$ cat src/hw/rtl/cdq_pkg.sv
`timescale 1ns / 1ps
// Shared types and constants for the circular deque block.
// No dependencies; every other file refers to it by scoped names.
package cdq_pkg;

  localparam int CAP_W    = 5;   // width of the capacity configuration data
  localparam int CAP_RST  = 16;  // capacity after reset, before saturation
  localparam int CMD_W    = 3;
  localparam int RESULT_W = 16;  // width of the front and rear result fields

  typedef enum logic [CMD_W-1:0] {
    CMD_PUSH_FRONT = 3'd0,
    CMD_PUSH_BACK  = 3'd1,
    CMD_POP_FRONT  = 3'd2,
    CMD_POP_BACK   = 3'd3,
    CMD_NOP        = 3'd4
  } cmd_t;

  typedef enum logic [1:0] {
    ST_IDLE = 2'd0,
    ST_EXEC = 2'd1,
    ST_READ = 2'd2,
    ST_RESP = 2'd3
  } state_t;

  // Commands from the controller to the datapath
  typedef struct packed {
    logic load;   // capture the incoming transaction
    logic clear;  // capacity write: take new capacity, empty the queue
    logic exec;   // apply the captured command to pointers and store
    logic read;   // read front and rear entries of the ring store
  } dp_cmd_t;

endpackage

$ cat src/hw/rtl/cdq_if.sv
`timescale 1ns / 1ps
// Channel interfaces of the circular deque: request, response, configuration.
// Uses cdq_pkg for field widths.
interface cdq_req_if #(parameter int DATA_BITS = 15);
  logic                        valid;
  logic                        ready;
  logic [cdq_pkg::CMD_W-1:0]   cmd;
  logic [DATA_BITS-1:0]        value;
  modport source (output valid, output cmd, output value, input ready);
  modport sink (input valid, input cmd, input value, output ready);
endinterface

interface cdq_rsp_if;
  logic                              valid;
  logic                              ready;
  logic                              accepted;
  logic signed [cdq_pkg::RESULT_W-1:0] front_value;
  logic signed [cdq_pkg::RESULT_W-1:0] rear_value;
  logic                              is_empty;
  logic                              is_full;
  modport source (output valid, output accepted, output front_value, output rear_value,
                  output is_empty, output is_full, input ready);
  modport sink (input valid, input accepted, input front_value, input rear_value,
                input is_empty, input is_full, output ready);
endinterface

interface cdq_cfg_if;
  logic                      valid;
  logic                      ready;
  logic [cdq_pkg::CAP_W-1:0] data;
  modport source (output valid, output data, input ready);
  modport sink (input valid, input data, output ready);
endinterface

$ cat src/hw/rtl/circular_deque.sv
`timescale 1ns / 1ps
// Circular deque top level: each request transaction passes through an execute
// step and a registered two-port read of the ring store before its result is
// valid. One request is in flight at a time; a new one is taken at the earliest
// the cycle after the result transaction.
// Reset (synchronous) empties the queue and sets capacity to 16, or DEPTH if
// smaller; the ring store itself is not cleared.
module circular_deque #(
  parameter int DEPTH     = 16,
  parameter int DATA_BITS = 15
) (
  input  logic      clk,
  input  logic      rst,
  cdq_req_if.sink   req,
  cdq_rsp_if.source rsp,
  cdq_cfg_if.sink   cfg
);

  cdq_pkg::dp_cmd_t dp_cmd;

  cdq_ctrl u_ctrl (
    .clk       (clk),
    .rst       (rst),
    .req_valid (req.valid),
    .req_ready (req.ready),
    .cfg_valid (cfg.valid),
    .cfg_ready (cfg.ready),
    .rsp_valid (rsp.valid),
    .rsp_ready (rsp.ready),
    .dp_cmd    (dp_cmd)
  );

  cdq_dpath #(
    .DEPTH     (DEPTH),
    .DATA_BITS (DATA_BITS)
  ) u_dpath (
    .clk         (clk),
    .rst         (rst),
    .dp_cmd      (dp_cmd),
    .req_cmd     (req.cmd),
    .req_value   (req.value),
    .cfg_data    (cfg.data),
    .accepted    (rsp.accepted),
    .front_value (rsp.front_value),
    .rear_value  (rsp.rear_value),
    .is_empty    (rsp.is_empty),
    .is_full     (rsp.is_full)
  );

endmodule

$ cat src/hw/rtl/cdq_ctrl.sv
`timescale 1ns / 1ps
// Controller of the circular deque: takes configuration writes and sequences capture, execute, read, respond.
// Depends on cdq_pkg for the state and command types.
module cdq_ctrl (
  input  logic             clk,
  input  logic             rst,
  input  logic             req_valid,
  output logic             req_ready,
  input  logic             cfg_valid,
  output logic             cfg_ready,
  output logic             rsp_valid,
  input  logic             rsp_ready,
  output cdq_pkg::dp_cmd_t dp_cmd
);

  cdq_pkg::state_t state;
  cdq_pkg::state_t state_next;

  always_ff @(posedge clk) begin
    if (rst) begin
      state <= cdq_pkg::ST_IDLE;
    end else begin
      state <= state_next;
    end
  end

  always_comb begin
    state_next = state;
    req_ready  = 1'b0;
    cfg_ready  = 1'b0;
    rsp_valid  = 1'b0;
    dp_cmd     = '0;
    case (state)
      cdq_pkg::ST_IDLE: begin
        // configuration wins a tie with a request
        cfg_ready = 1'b1;
        req_ready = !cfg_valid;
        if (cfg_valid) begin
          dp_cmd.clear = 1'b1;
        end else if (req_valid) begin
          dp_cmd.load = 1'b1;
          state_next  = cdq_pkg::ST_EXEC;
        end
      end
      cdq_pkg::ST_EXEC: begin
        dp_cmd.exec = 1'b1;
        state_next  = cdq_pkg::ST_READ;
      end
      cdq_pkg::ST_READ: begin
        dp_cmd.read = 1'b1;
        state_next  = cdq_pkg::ST_RESP;
      end
      cdq_pkg::ST_RESP: begin
        rsp_valid = 1'b1;
        if (rsp_ready) begin
          state_next = cdq_pkg::ST_IDLE;
        end
      end
      default: begin
        state_next = cdq_pkg::ST_IDLE;
      end
    endcase
  end

endmodule

$ cat src/hw/rtl/cdq_dpath.sv
`timescale 1ns / 1ps
// Datapath of the circular deque: pointers, empty flag, capacity, ring store.
// Depends on cdq_pkg; driven by cdq_ctrl through dp_cmd_t.
module cdq_dpath #(
  parameter int DEPTH     = 16,
  parameter int DATA_BITS = 15
) (
  input  logic                                clk,
  input  logic                                rst,
  input  cdq_pkg::dp_cmd_t                    dp_cmd,
  input  logic [cdq_pkg::CMD_W-1:0]           req_cmd,
  input  logic [DATA_BITS-1:0]                req_value,
  input  logic [cdq_pkg::CAP_W-1:0]           cfg_data,
  output logic                                accepted,
  output logic signed [cdq_pkg::RESULT_W-1:0] front_value,
  output logic signed [cdq_pkg::RESULT_W-1:0] rear_value,
  output logic                                is_empty,
  output logic                                is_full
);

  localparam int IW      = (DEPTH > 1) ? $clog2(DEPTH) : 1;
  localparam int CW      = (IW + 1 > cdq_pkg::CAP_W) ? IW + 1 : cdq_pkg::CAP_W;
  localparam int RST_CAP = (DEPTH < cdq_pkg::CAP_RST) ? DEPTH : cdq_pkg::CAP_RST;
  localparam logic [CW-1:0] DEPTH_W  = CW'(DEPTH);
  localparam logic [IW-1:0] LAST_MAX = IW'(DEPTH - 1);
  localparam logic [IW-1:0] LAST_RST = IW'(RST_CAP - 1);

  logic [DATA_BITS-1:0] mem [DEPTH];

  cdq_pkg::cmd_t        op;
  logic [DATA_BITS-1:0] val;
  logic [IW-1:0]        head;
  logic [IW-1:0]        tail;
  logic [IW-1:0]        last;   // highest slot index in use (capacity - 1)
  logic                 empty;
  logic                 ok;
  logic [DATA_BITS-1:0] rd_front;
  logic [DATA_BITS-1:0] rd_rear;

  logic [IW-1:0] head_next;
  logic [IW-1:0] tail_next;
  logic          empty_next;
  logic          ok_next;
  logic          wr_en;
  logic [IW-1:0] wr_addr;
  logic [IW-1:0] head_inc;
  logic [IW-1:0] head_dec;
  logic [IW-1:0] tail_inc;
  logic [IW-1:0] tail_dec;
  logic          full;
  logic [CW-1:0] cap_w;
  logic [IW-1:0] last_new;

  // wrap around the capacity in use
  assign head_inc = (head == last) ? '0 : head + 1'b1;
  assign head_dec = (head == '0) ? last : head - 1'b1;
  assign tail_inc = (tail == last) ? '0 : tail + 1'b1;
  assign tail_dec = (tail == '0) ? last : tail - 1'b1;
  assign full     = !empty && (tail_inc == head);

  // zero capacity acts as one, anything above DEPTH saturates
  assign cap_w = CW'(cfg_data);
  always_comb begin
    if (cap_w == '0) begin
      last_new = '0;
    end else if (cap_w > DEPTH_W) begin
      last_new = LAST_MAX;
    end else begin
      last_new = IW'(cap_w - 1'b1);
    end
  end

  always_comb begin
    head_next  = head;
    tail_next  = tail;
    empty_next = empty;
    ok_next    = 1'b0;
    wr_en      = 1'b0;
    wr_addr    = head;
    case (op)
      cdq_pkg::CMD_PUSH_FRONT, cdq_pkg::CMD_PUSH_BACK: begin
        if (!full) begin
          ok_next = 1'b1;
          wr_en   = 1'b1;
          if (empty) begin
            head_next  = '0;
            tail_next  = '0;
            empty_next = 1'b0;
            wr_addr    = '0;
          end else if (op == cdq_pkg::CMD_PUSH_FRONT) begin
            head_next = head_dec;
            wr_addr   = head_dec;
          end else begin
            tail_next = tail_inc;
            wr_addr   = tail_inc;
          end
        end
      end
      cdq_pkg::CMD_POP_FRONT, cdq_pkg::CMD_POP_BACK: begin
        if (!empty) begin
          ok_next = 1'b1;
          if (head == tail) begin
            head_next  = '0;
            tail_next  = '0;
            empty_next = 1'b1;
          end else if (op == cdq_pkg::CMD_POP_FRONT) begin
            head_next = head_inc;
          end else begin
            tail_next = tail_dec;
          end
        end
      end
      default: begin
        // no operation and unused codes leave the state alone
      end
    endcase
  end

  always_ff @(posedge clk) begin
    if (rst) begin
      head  <= '0;
      tail  <= '0;
      empty <= 1'b1;
      last  <= LAST_RST;
      ok    <= 1'b0;
    end else if (dp_cmd.clear) begin
      head  <= '0;
      tail  <= '0;
      empty <= 1'b1;
      last  <= last_new;
    end else if (dp_cmd.exec) begin
      head  <= head_next;
      tail  <= tail_next;
      empty <= empty_next;
      ok    <= ok_next;
    end
  end

  always_ff @(posedge clk) begin
    if (dp_cmd.load) begin
      op  <= cdq_pkg::cmd_t'(req_cmd);
      val <= req_value;
    end
  end

  // ring store: one write port, two registered read ports
  always_ff @(posedge clk) begin
    if (dp_cmd.exec && wr_en) begin
      mem[wr_addr] <= val;
    end
    if (dp_cmd.read) begin
      rd_front <= mem[head];
      rd_rear  <= mem[tail];
    end
  end

  assign accepted    = ok;
  assign is_empty    = empty;
  assign is_full     = full;
  assign front_value = empty ? '1 : cdq_pkg::RESULT_W'(rd_front);
  assign rear_value  = empty ? '1 : cdq_pkg::RESULT_W'(rd_rear);

endmodule

$ cat src/flat_wrapper.sv
// flat-port wrapper written by rule: the top's interface ports become plain ports
module circular_deque_flat 
#(
  parameter int DEPTH     = 16,
  parameter int DATA_BITS = 15
)
  (clk, rst, req_valid, req_cmd, req_value, req_ready, rsp_valid, rsp_accepted, rsp_front_value, rsp_rear_value, rsp_is_empty, rsp_is_full, rsp_ready, cfg_valid, cfg_data, cfg_ready);
  cdq_req_if #(.DATA_BITS(DATA_BITS)) req_i ();
  cdq_rsp_if rsp_i ();
  cdq_cfg_if cfg_i ();
  input  logic clk;
  input  logic rst;
  input wire logic [$bits(req_i.valid)-1:0] req_valid;
  input wire logic [$bits(req_i.cmd)-1:0] req_cmd;
  input wire logic [$bits(req_i.value)-1:0] req_value;
  output wire logic [$bits(req_i.ready)-1:0] req_ready;
  output wire logic [$bits(rsp_i.valid)-1:0] rsp_valid;
  output wire logic [$bits(rsp_i.accepted)-1:0] rsp_accepted;
  output wire logic [$bits(rsp_i.front_value)-1:0] rsp_front_value;
  output wire logic [$bits(rsp_i.rear_value)-1:0] rsp_rear_value;
  output wire logic [$bits(rsp_i.is_empty)-1:0] rsp_is_empty;
  output wire logic [$bits(rsp_i.is_full)-1:0] rsp_is_full;
  input wire logic [$bits(rsp_i.ready)-1:0] rsp_ready;
  input wire logic [$bits(cfg_i.valid)-1:0] cfg_valid;
  input wire logic [$bits(cfg_i.data)-1:0] cfg_data;
  output wire logic [$bits(cfg_i.ready)-1:0] cfg_ready;
  assign req_i.valid = req_valid;
  assign req_i.cmd = req_cmd;
  assign req_i.value = req_value;
  assign req_ready = req_i.ready;
  assign rsp_valid = rsp_i.valid;
  assign rsp_accepted = rsp_i.accepted;
  assign rsp_front_value = rsp_i.front_value;
  assign rsp_rear_value = rsp_i.rear_value;
  assign rsp_is_empty = rsp_i.is_empty;
  assign rsp_is_full = rsp_i.is_full;
  assign rsp_i.ready = rsp_ready;
  assign cfg_i.valid = cfg_valid;
  assign cfg_i.data = cfg_data;
  assign cfg_ready = cfg_i.ready;
  circular_deque #(.DEPTH(DEPTH), .DATA_BITS(DATA_BITS)) u_core (.clk(clk), .rst(rst), .req(req_i), .rsp(rsp_i), .cfg(cfg_i));
endmodule
$ cat config.mk
export PLATFORM = sky130hd
export DESIGN_NAME = circular_deque_flat
export DESIGN_NICKNAME = d
export VERILOG_FILES = /design/src/hw/rtl/cdq_pkg.sv /design/src/hw/rtl/cdq_if.sv /design/src/hw/rtl/circular_deque.sv /design/src/hw/rtl/cdq_ctrl.sv /design/src/hw/rtl/cdq_dpath.sv /design/src/flat_wrapper.sv
export SDC_FILE = /design/constraint.sdc
export NUM_CORES = 1
export LEC_CHECK = 0
export ABC_AREA = 1
export BUFFER_PORTS_ARGS = -buffer_cell sky130_fd_sc_hd__buf_2
export CORE_AREA = 2 2 197 199
export DETAILED_ROUTE_END_ITERATION = 16
export DIE_AREA = 0 0 199 201
export HOLD_SLACK_MARGIN = 0.02
export PLACE_DENSITY = 0.61
export RECOVER_POWER = 25
export SYNTH_ARGS = -nofsm -noshare
export SYNTH_HDL_FRONTEND = slang
export SYNTH_SLANG_ARGS = --single-unit
$ cat constraint.sdc
create_clock -name clk -period 3.8 [get_ports clk]
set_input_delay 0.38 -clock clk [delete_from_list [all_inputs] [get_ports clk]]
set_output_delay 0.38 -clock clk [all_outputs]
set_load 0.01 [all_outputs]
==> results of run 1 <==
path summary, 6_finish.rpt:
check / slack [ps] / from / end
min: 40 / req_value[14] / u_core.u_dpath.val[14]$_DFFE_PP_
min reg2reg: 540 / u_core.u_dpath.is_empty$_SDFFE_PP1P_ / u_core.u_dpath.is_empty$_SDFFE_PP1P_
max: 710 / u_core.u_dpath.tail[1]$_SDFFE_PP0P_ / u_core.u_dpath.mem[13][7]$_DFFE_PP_
max reg2reg: 710 / u_core.u_dpath.tail[1]$_SDFFE_PP0P_ / u_core.u_dpath.mem[13][7]$_DFFE_PP_
synthesized netlist by cell type (2+ instances only):
master    count
a21boi_1      2
a21oi_1     138
a31oi_1       2
buf_1        19
buf_2        10
buf_4         3
buf_6         3
clkbuf_1     71
dfxtp_1      16
edfxtp_1    288
ha_1         10
inv_1       105
inv_2         9
inv_4         2
nand2_1     122
nand2_2      18
nand2_4       2
nand3_1      57
nand3_2       7
nand4_1       4
nor2_1      149
nor2_2        2
nor2_4        4
o211ai_1     50
o21ai_0     314
o21ai_1       2
o221ai_1     20
o22ai_1      13
or2_2        31
xnor2_1       5
xor2_1        7
state kept, by name (all words and copies together), names as in the netlist:
register,flops
u_core.u_dpath.last,4
u_core.u_dpath.head,4
u_core.u_dpath.op,3
u_core.u_ctrl.state,2
u_core.u_dpath.tail,4
u_core.u_dpath.rd_rear,15
u_core.u_dpath.rd_front,15
u_core.u_dpath.mem,240
u_core.u_dpath.accepted,1
u_core.u_dpath.val,15
u_core.u_dpath.is_empty,1
critical path, delay by kind of cell (launching register included):
| family | cells | cell delay [ps] |
|---|---|---|
| adder cells (fa/ha/maj) | 1 | 370 |
| buffers and inverters | 2 | 440 |
| flip-flops | 1 | 610 |
| AND/OR/NAND/NOR | 10 | 1350 |
power groups by stage:
stage          logic, mW  registers, mW  clock network (mW)
2_1_floorplan      0.989           4.13                   0
3_3_place_gp        1.45           4.24                   0
3_5_place_dp        1.46           4.24                   0
4_1_cts             1.47           4.17                3.16
5_1_grt             1.63           4.19                3.30
6_report            1.47           4.17                3.11
cell families (layout without fill, tap and decap cells):
kind of cell	Yosys count	after routing	share of synthesized area (%)
AO/OA/AOI/OAI	544	544	19.8
AND/OR/NAND/NOR	403	403	12.5
adder cells (fa/ha/maj)	10	10	0.838
flip-flops	304	304	60.1
XOR/XNOR	13	13	0.889
buffers and inverters	222	281	5.93
area by class of cell:
cell class	count	area [sq um]	area share, %
multi-input cells	970	5120	30.3
flip-flops and latches	304	8980	53.2
clock inverters	17	136	0.808
well taps	518	648	3.84
inverters	116	440	2.61
repair buffers	105	638	3.78
clock buffers	43	906	5.37
routing by layer:
metal | vias up | global-route usage (%) | wire length, microns
met1 | 5601 | 30.7 | 18500
met3 | 117 | 2.67 | 3420
met5 | - | 0 | 0
met4 | 0 | 8.85 | 1720
met2 | 673 | 34.2 | 20100
li1 | 5414 | - | -
per-stage QoR:
| step | total power [mW] | area [sq um] | util [%] | hold slack (ps) | instances |
|---|---|---|---|---|---|
| after detailed placement | 5.70 | 15800 | 41.5 | 529 | 2013 |
| final | 8.75 | 16900 | 44.3 | 40.9 | 2073 |
| after global routing | 9.12 | 16900 | 44.3 | 24.2 | 2073 |
| after CTS | 8.80 | 16900 | 44.3 | 20.0 | 2073 |
| after global placement | 5.69 | 15800 | 41.5 | 514 | 2013 |
| after floorplan | 5.12 | 14900 | - | 458 | 1496 |
==> summary.md, run 1 <==
| Metric | Value |
|---|---|
| Seq/Total Area, Yosys | 60.1% |
| Initial DRC count | 1433 |
| Final setup margin | 707 ps |
| Static Leak | 5.86 nW |
| CP max-delay cell | dfxtp_4 |
| Worst skew pair latency | 510 ps |
| Fillers | 3578 |
| Mapped Cells | 1496 |
| CP endpoint kind | flip-flop |
| VDD IR max | 0.295 mV |
| Crit share post-route | 81.4% |
| Chip Width | 199 microns |
| Hold depth | 1 |
| Gr usage total | 21.8% |
| First-pass detailed-route iteration total | 6 |
| Synth top area share | 57.9% |
| Routed vias | 11.8k |
| Die H | 201 microns |
| Post-Syn Nets | 1534 |
| Post-route DRC | 0 |
| Tmin final | 3090 ps |
| Final hold viol count | 0 |
| Clk buf depth | 3 |
| Crit path launch type | flip-flop |
| Layout Area Growth over Synthesis | 13.0% |
| EDFF count, synth | 288 |
| Register bit count reported by yosys | 304 |
| Fin. max-slew vios | 0 |
| RSZ-0062 raised after global routing | no |
| Ys Warns | 0 |
| Hold WC Path Type | in2reg |
| Post-detailed-route count of antenna-violating nets | 0 |
| Synth Cell Area | 0.0149 sq mm |
| Least-Margin Pin Slew | 993 ps |
| Share of post-route cells with drive strength above 1 | 16.3% |
| Hold-fix buffers, CTS | 0 |
| Vias in the first global route | 11.0k |
| H-tree levels | 2 |
| Number of buffers added on ports | 65 |
| CTS tree | done |
| TritonCTS buffer count | 34 |
| Status | finished, final reports clean |
| FFs w/ async S/R, synth | 0% |
| Worst Path Required | 4010 ps |
| Setup slack at placement | 740 ps |
| Largest net degree at the start of global routing | 203 |
| Postcts setup bufs | 0 |
| Critical Path, Cell by Cell | inv_4, ha_1, nand2_2, nand2_1, nand2_1, nor2_2, nand3_4, nand2_8, nand2_2, nand2_2, nand3_2, nor2_2, buf_4 |
| Sw Share | 28.7% |
| Psw | 2.52 mW |
| Resized cells post-CTS | 0 |
| Root buffer cell | clkbuf_16 |
| Pint | 6.24 mW |
| Initial antenna violation count | 0 |
| Pwr/cell area | 519 mW/mm^2 |
| Layout Skew | 22.0 ps |
| Total core area | 0.0381 sq mm |
| First-pass GRT wire length | 66.4 mm |
| Avg WL per Cell | 21.1 microns |
| Leading post-synthesis cells by cell area | edfxtp_1 (58%), o21ai_0 (11%), a21oi_1 (4.6%) |
| Critical Path AT | 3300 ps |
| GP Congestion | 0.903 |
| Antenna Cells | 0 |
| Final setup fails | 0 |
| Logic pwr share | 16.9% |
| Area leader, netlist | edfxtp_1 |
| CTS sink cnt | 304 |
| Die area | 0.0400 sq mm |
| Setup TNS | 0 ps |
| Clock transition at the registers of the reported paths | 60 ps |
| Most common cell after layout, fill and taps aside | o21ai_0 |
| Synth cell types | 42 |
| Total grt overflow | 0 |
| CP max stage delay | 610 ps |
| Core Rows | 72 |
| Slew Limit Headroom | 33.8% |
| Synth Flop Type | edfxtp_1 |
| I/O Pins | 66 |
| Maxcap violations | 0 |
| Clock share of power | 35.5% |
| CP max FO | 38 |
| Crit path top cell by count | nand2_2 |
| WS Path Type | reg2reg |
| R2r worst-path depth | 13 |
| Post-detail-place hpwl | 27.2 mm |
| Final #Nets | 1569 |
| FMAX | 323 MHz |
| WL final | 43.7 mm |
| Vias/cell | 5.69 |
| Initial Util | 39.2% |
| Most frequent cells in the layout | o21ai_0 (314), edfxtp_1 (288), a21oi_1 (138), nor2_1 (133), nand2_1 (122) |
| Post-Syn Area per Cell | 9.98 sq um |
| Sequential power share | 47.6% |
(Power assumes the default switching activity.)
==> run 2: changes to the inputs <==
PLACE_DENSITY = 0.63   (was 0.61)
clock period = 2.65 ns   (was 3.8 ns; I/O delays follow)
==> run 2 against run 1 <==
Net effect: non-clock buffer count is 44 higher; setup slack worse by 570 ps; clock-buffer cell count is 6 lower; via count is 1.0% lower; cell count is 1.9% higher; largest cell class unchanged.
==> summary.md, run 2 (synthesis results as in run 1) <==
| Metric | Value |
|---|---|
| Most frequent cells in the layout | o21ai_0 (314), edfxtp_1 (288), a21oi_1 (138), nor2_1 (133), nand2_1 (121) |
| Post-detail-place hpwl | 27.1 mm (-0.24%) |
| Crit path launch type | flip-flop |
| CP bufs+invs | 4 (+2) |
| Vias/cell | 5.53 (-2.9%) |
| Vias in the first global route | 11.3k (+2.1%) |
| Final #Nets | 1610 (+2.6%) |
| Pwr/cell area | 701 mW/mm^2 (+35%) |
| Slew Limit Headroom | 27.5% (-6.3 points) |
| CP max FO | 15 (-61%) |
| Initial antenna violation count | 0 (unchanged) |
| Fin. max-slew vios | 0 (unchanged) |
| First-pass detailed-route iteration total | 6 (unchanged) |
| Status | finished, final reports clean |
| Fin Hold WS | 61.8 ps (+21.0 ps) |
| Share of post-route cells with drive strength above 1 | 17.4% (+1.1 points) |
| Post-route DRC | 0 (unchanged) |
| Crit share post-route | 94.8% (+13 points) |
| FMAX | 398 MHz (+23%) |
| CTS tree | done |
| CP top delay family | simple AND/OR/NAND/NOR gates |
| I/O Pins | 66 (unchanged) |
| Maxcap violations | 0 (unchanged) |
| Critical Path, Cell by Cell | inv_2, ha_1, nand2_2, nand2_1, nand2_1, nor2_4, nand3_4, buf_4, nand3_1, nand2_2, inv_2, nand2_2, nor2_4, buf_12 |
| Number of buffers added on ports | 65 (unchanged) |
| First-pass GRT wire length | 65.7 mm (-1.1%) |
| WL final | 43.3 mm (-0.77%) |
| Die H | 201 microns (unchanged) |
| Layout Skew | 11.5 ps (-10.5 ps) |
| Tmin final | 2510 ps (-582 ps) |
| Total core area | 0.0381 sq mm (unchanged) |
| Post-detailed-route count of antenna-violating nets | 0 (unchanged) |
| Setup TNS | 0 ps (unchanged) |
| Die area | 0.0400 sq mm (unchanged) |
| Avg WL per Cell | 20.5 microns (-2.6%) |
| VDD IR max | 0.489 mV (+66%) |
| Layout Area Growth over Synthesis | 17.1% |
| Crit path top cell by count | nand2_2 |
| Flop-to-flop setup slack | 140 ps (-570 ps) |
| Total grt overflow | 0 (unchanged) |
| R2r worst-path depth | 14 (+1) |
| CTS sink cnt | 304 (unchanged) |
| Antenna Cells | 0 (unchanged) |
| Final hold viol count | 0 (unchanged) |
| Levels on crit path | 14 (+1) |
| Gr usage total | 21.6% (-0.22 points) |
| CP max-delay cell | dfxtp_4 |
| Routed vias | 11.7k (-1.0%) |
| Post-layout util | 45.9% (+1.6 points) |
| Worst setup endpoint | u_core.u_dpath.mem[12][12]$_DFFE_PP_ |
| CP endpoint kind | flip-flop |
| Most common cell after layout, fill and taps aside | o21ai_0 |
| TritonCTS buffer count | 31 (-8.8%) |
| Static Leak | 6.06 nW (+3.3%) |
| Fillers | 3546 (-0.89%) |
| R2R Path Start | u_core.u_dpath.tail[0]$_SDFFE_PP0P_ |
| Largest reg by FF count | u_core.u_dpath.mem |
| Number of flip-flops under the largest register name | 240 (unchanged) |
| Root buffer cell | clkbuf_16 |
| H-tree levels | 1 (-1) |
| Core Rows | 72 (unchanged) |
| Clk buf depth | 3 (unchanged) |
| WS Path Type | reg2reg |
| Reg-to-Reg End | u_core.u_dpath.mem[12][12]$_DFFE_PP_ |
| Crit. Startpoint | u_core.u_dpath.tail[0]$_SDFFE_PP0P_ |
| Final setup fails | 0 (unchanged) |
| CP max stage delay | 400 ps (-210 ps) |
| Initial DRC count | 1392 (-2.9%) |
| Worst Path Required | 2920 ps (-1090 ps) |
| Hold WC Path Type | in2reg |
| Critical Path AT | 2780 ps (-520 ps) |
| Clock transition at the registers of the reported paths | 60 ps (about the same) |
| Chip Width | 199 microns (unchanged) |
| Least-Margin Pin Slew | 1090 ps (+94.8 ps) |
| Initial Util | 39.2% (unchanged) |
| GP Congestion | 0.945 (+4.7%) |
| Worst skew pair latency | 570 ps (+60 ps) |
| Largest net degree at the start of global routing | 128 (-37%) |
| RSZ-0062 raised after global routing | no |
-- run 2: worst min path at each step --
stage | depth (start not counted) | slack, ps | start | to
finish | 4 | 60 | rsp_ready | u_core.u_ctrl.state[0]$_SDFFE_PP0P_
global route | 4 | 70 | rsp_ready | u_core.u_ctrl.state[0]$_SDFFE_PP0P_
CTS | 4 | 40 | rsp_ready | u_core.u_ctrl.state[0]$_SDFFE_PP0P_
detailed placement | 1 | 440 | req_value[4] | u_core.u_dpath.val[4]$_DFFE_PP_
global placement | 1 | 440 | req_value[10] | u_core.u_dpath.val[10]$_DFFE_PP_
floorplan | 1 | 340 | rst | u_core.u_ctrl.state[0]$_SDFFE_PP0P_
-- run 2: repair_timing --
item,4_1_cts,5_1_grt
hold buffers,20,0
endpoints found under the hold margin,21,0
setup endpoints to repair,0,240
gates resized for setup,0,9
buffers inserted,0,2
-- run 2: per-stage QoR --
| step | setup WS, ps | cell area (sq um) | std cells | power (mW) |
|---|---|---|---|---|
| after global placement | 163 | 16300 | 2035 | 8.24 |
| final | 139 | 17500 | 2113 | 12.3 |
| after floorplan | 2.57 | 15000 | 1496 | 7.36 |
| after global routing | 3.84 | 17500 | 2113 | 12.8 |
| after CTS | 87.4 | 17400 | 2111 | 12.3 |
| after detailed placement | 117 | 16300 | 2035 | 8.26 |
-- run 2: layout make-up --
cell class              count  area [sq um]  area share [%]
multi-input cells         970          5250            30.0
clock buffers              37           798            4.57
well taps                 518           648            3.71
clock inverters            19           115           0.659
repair buffers            149          1240            7.12
inverters                 116           440            2.52
flip-flops and latches    304          8990            51.4
-- run 2: tightest hold or removal path, delay by kind of cell --
family | cells | cell delay (ps)
compound gates | 1 | 60
simple gates | 2 | 180
buf+inv | 1 | 80
-- run 2: per-layer routing --
metal	global-route usage [%]	vias up	share of wire (%)
met1	29.2	5536	41
met4	11.5	0	5.5
met5	0	-	0
met3	2.54	95	7.4
met2	34.1	550	46
li1	-	5504	-
-- run 2: power breakdown --
part | total (mW) | internal [mW] | switching [mW]
registers | 5.94 | 5.68 | 0.263
clock network | 4.03 | 2.22 | 1.80
logic | 2.28 | 0.744 | 1.54
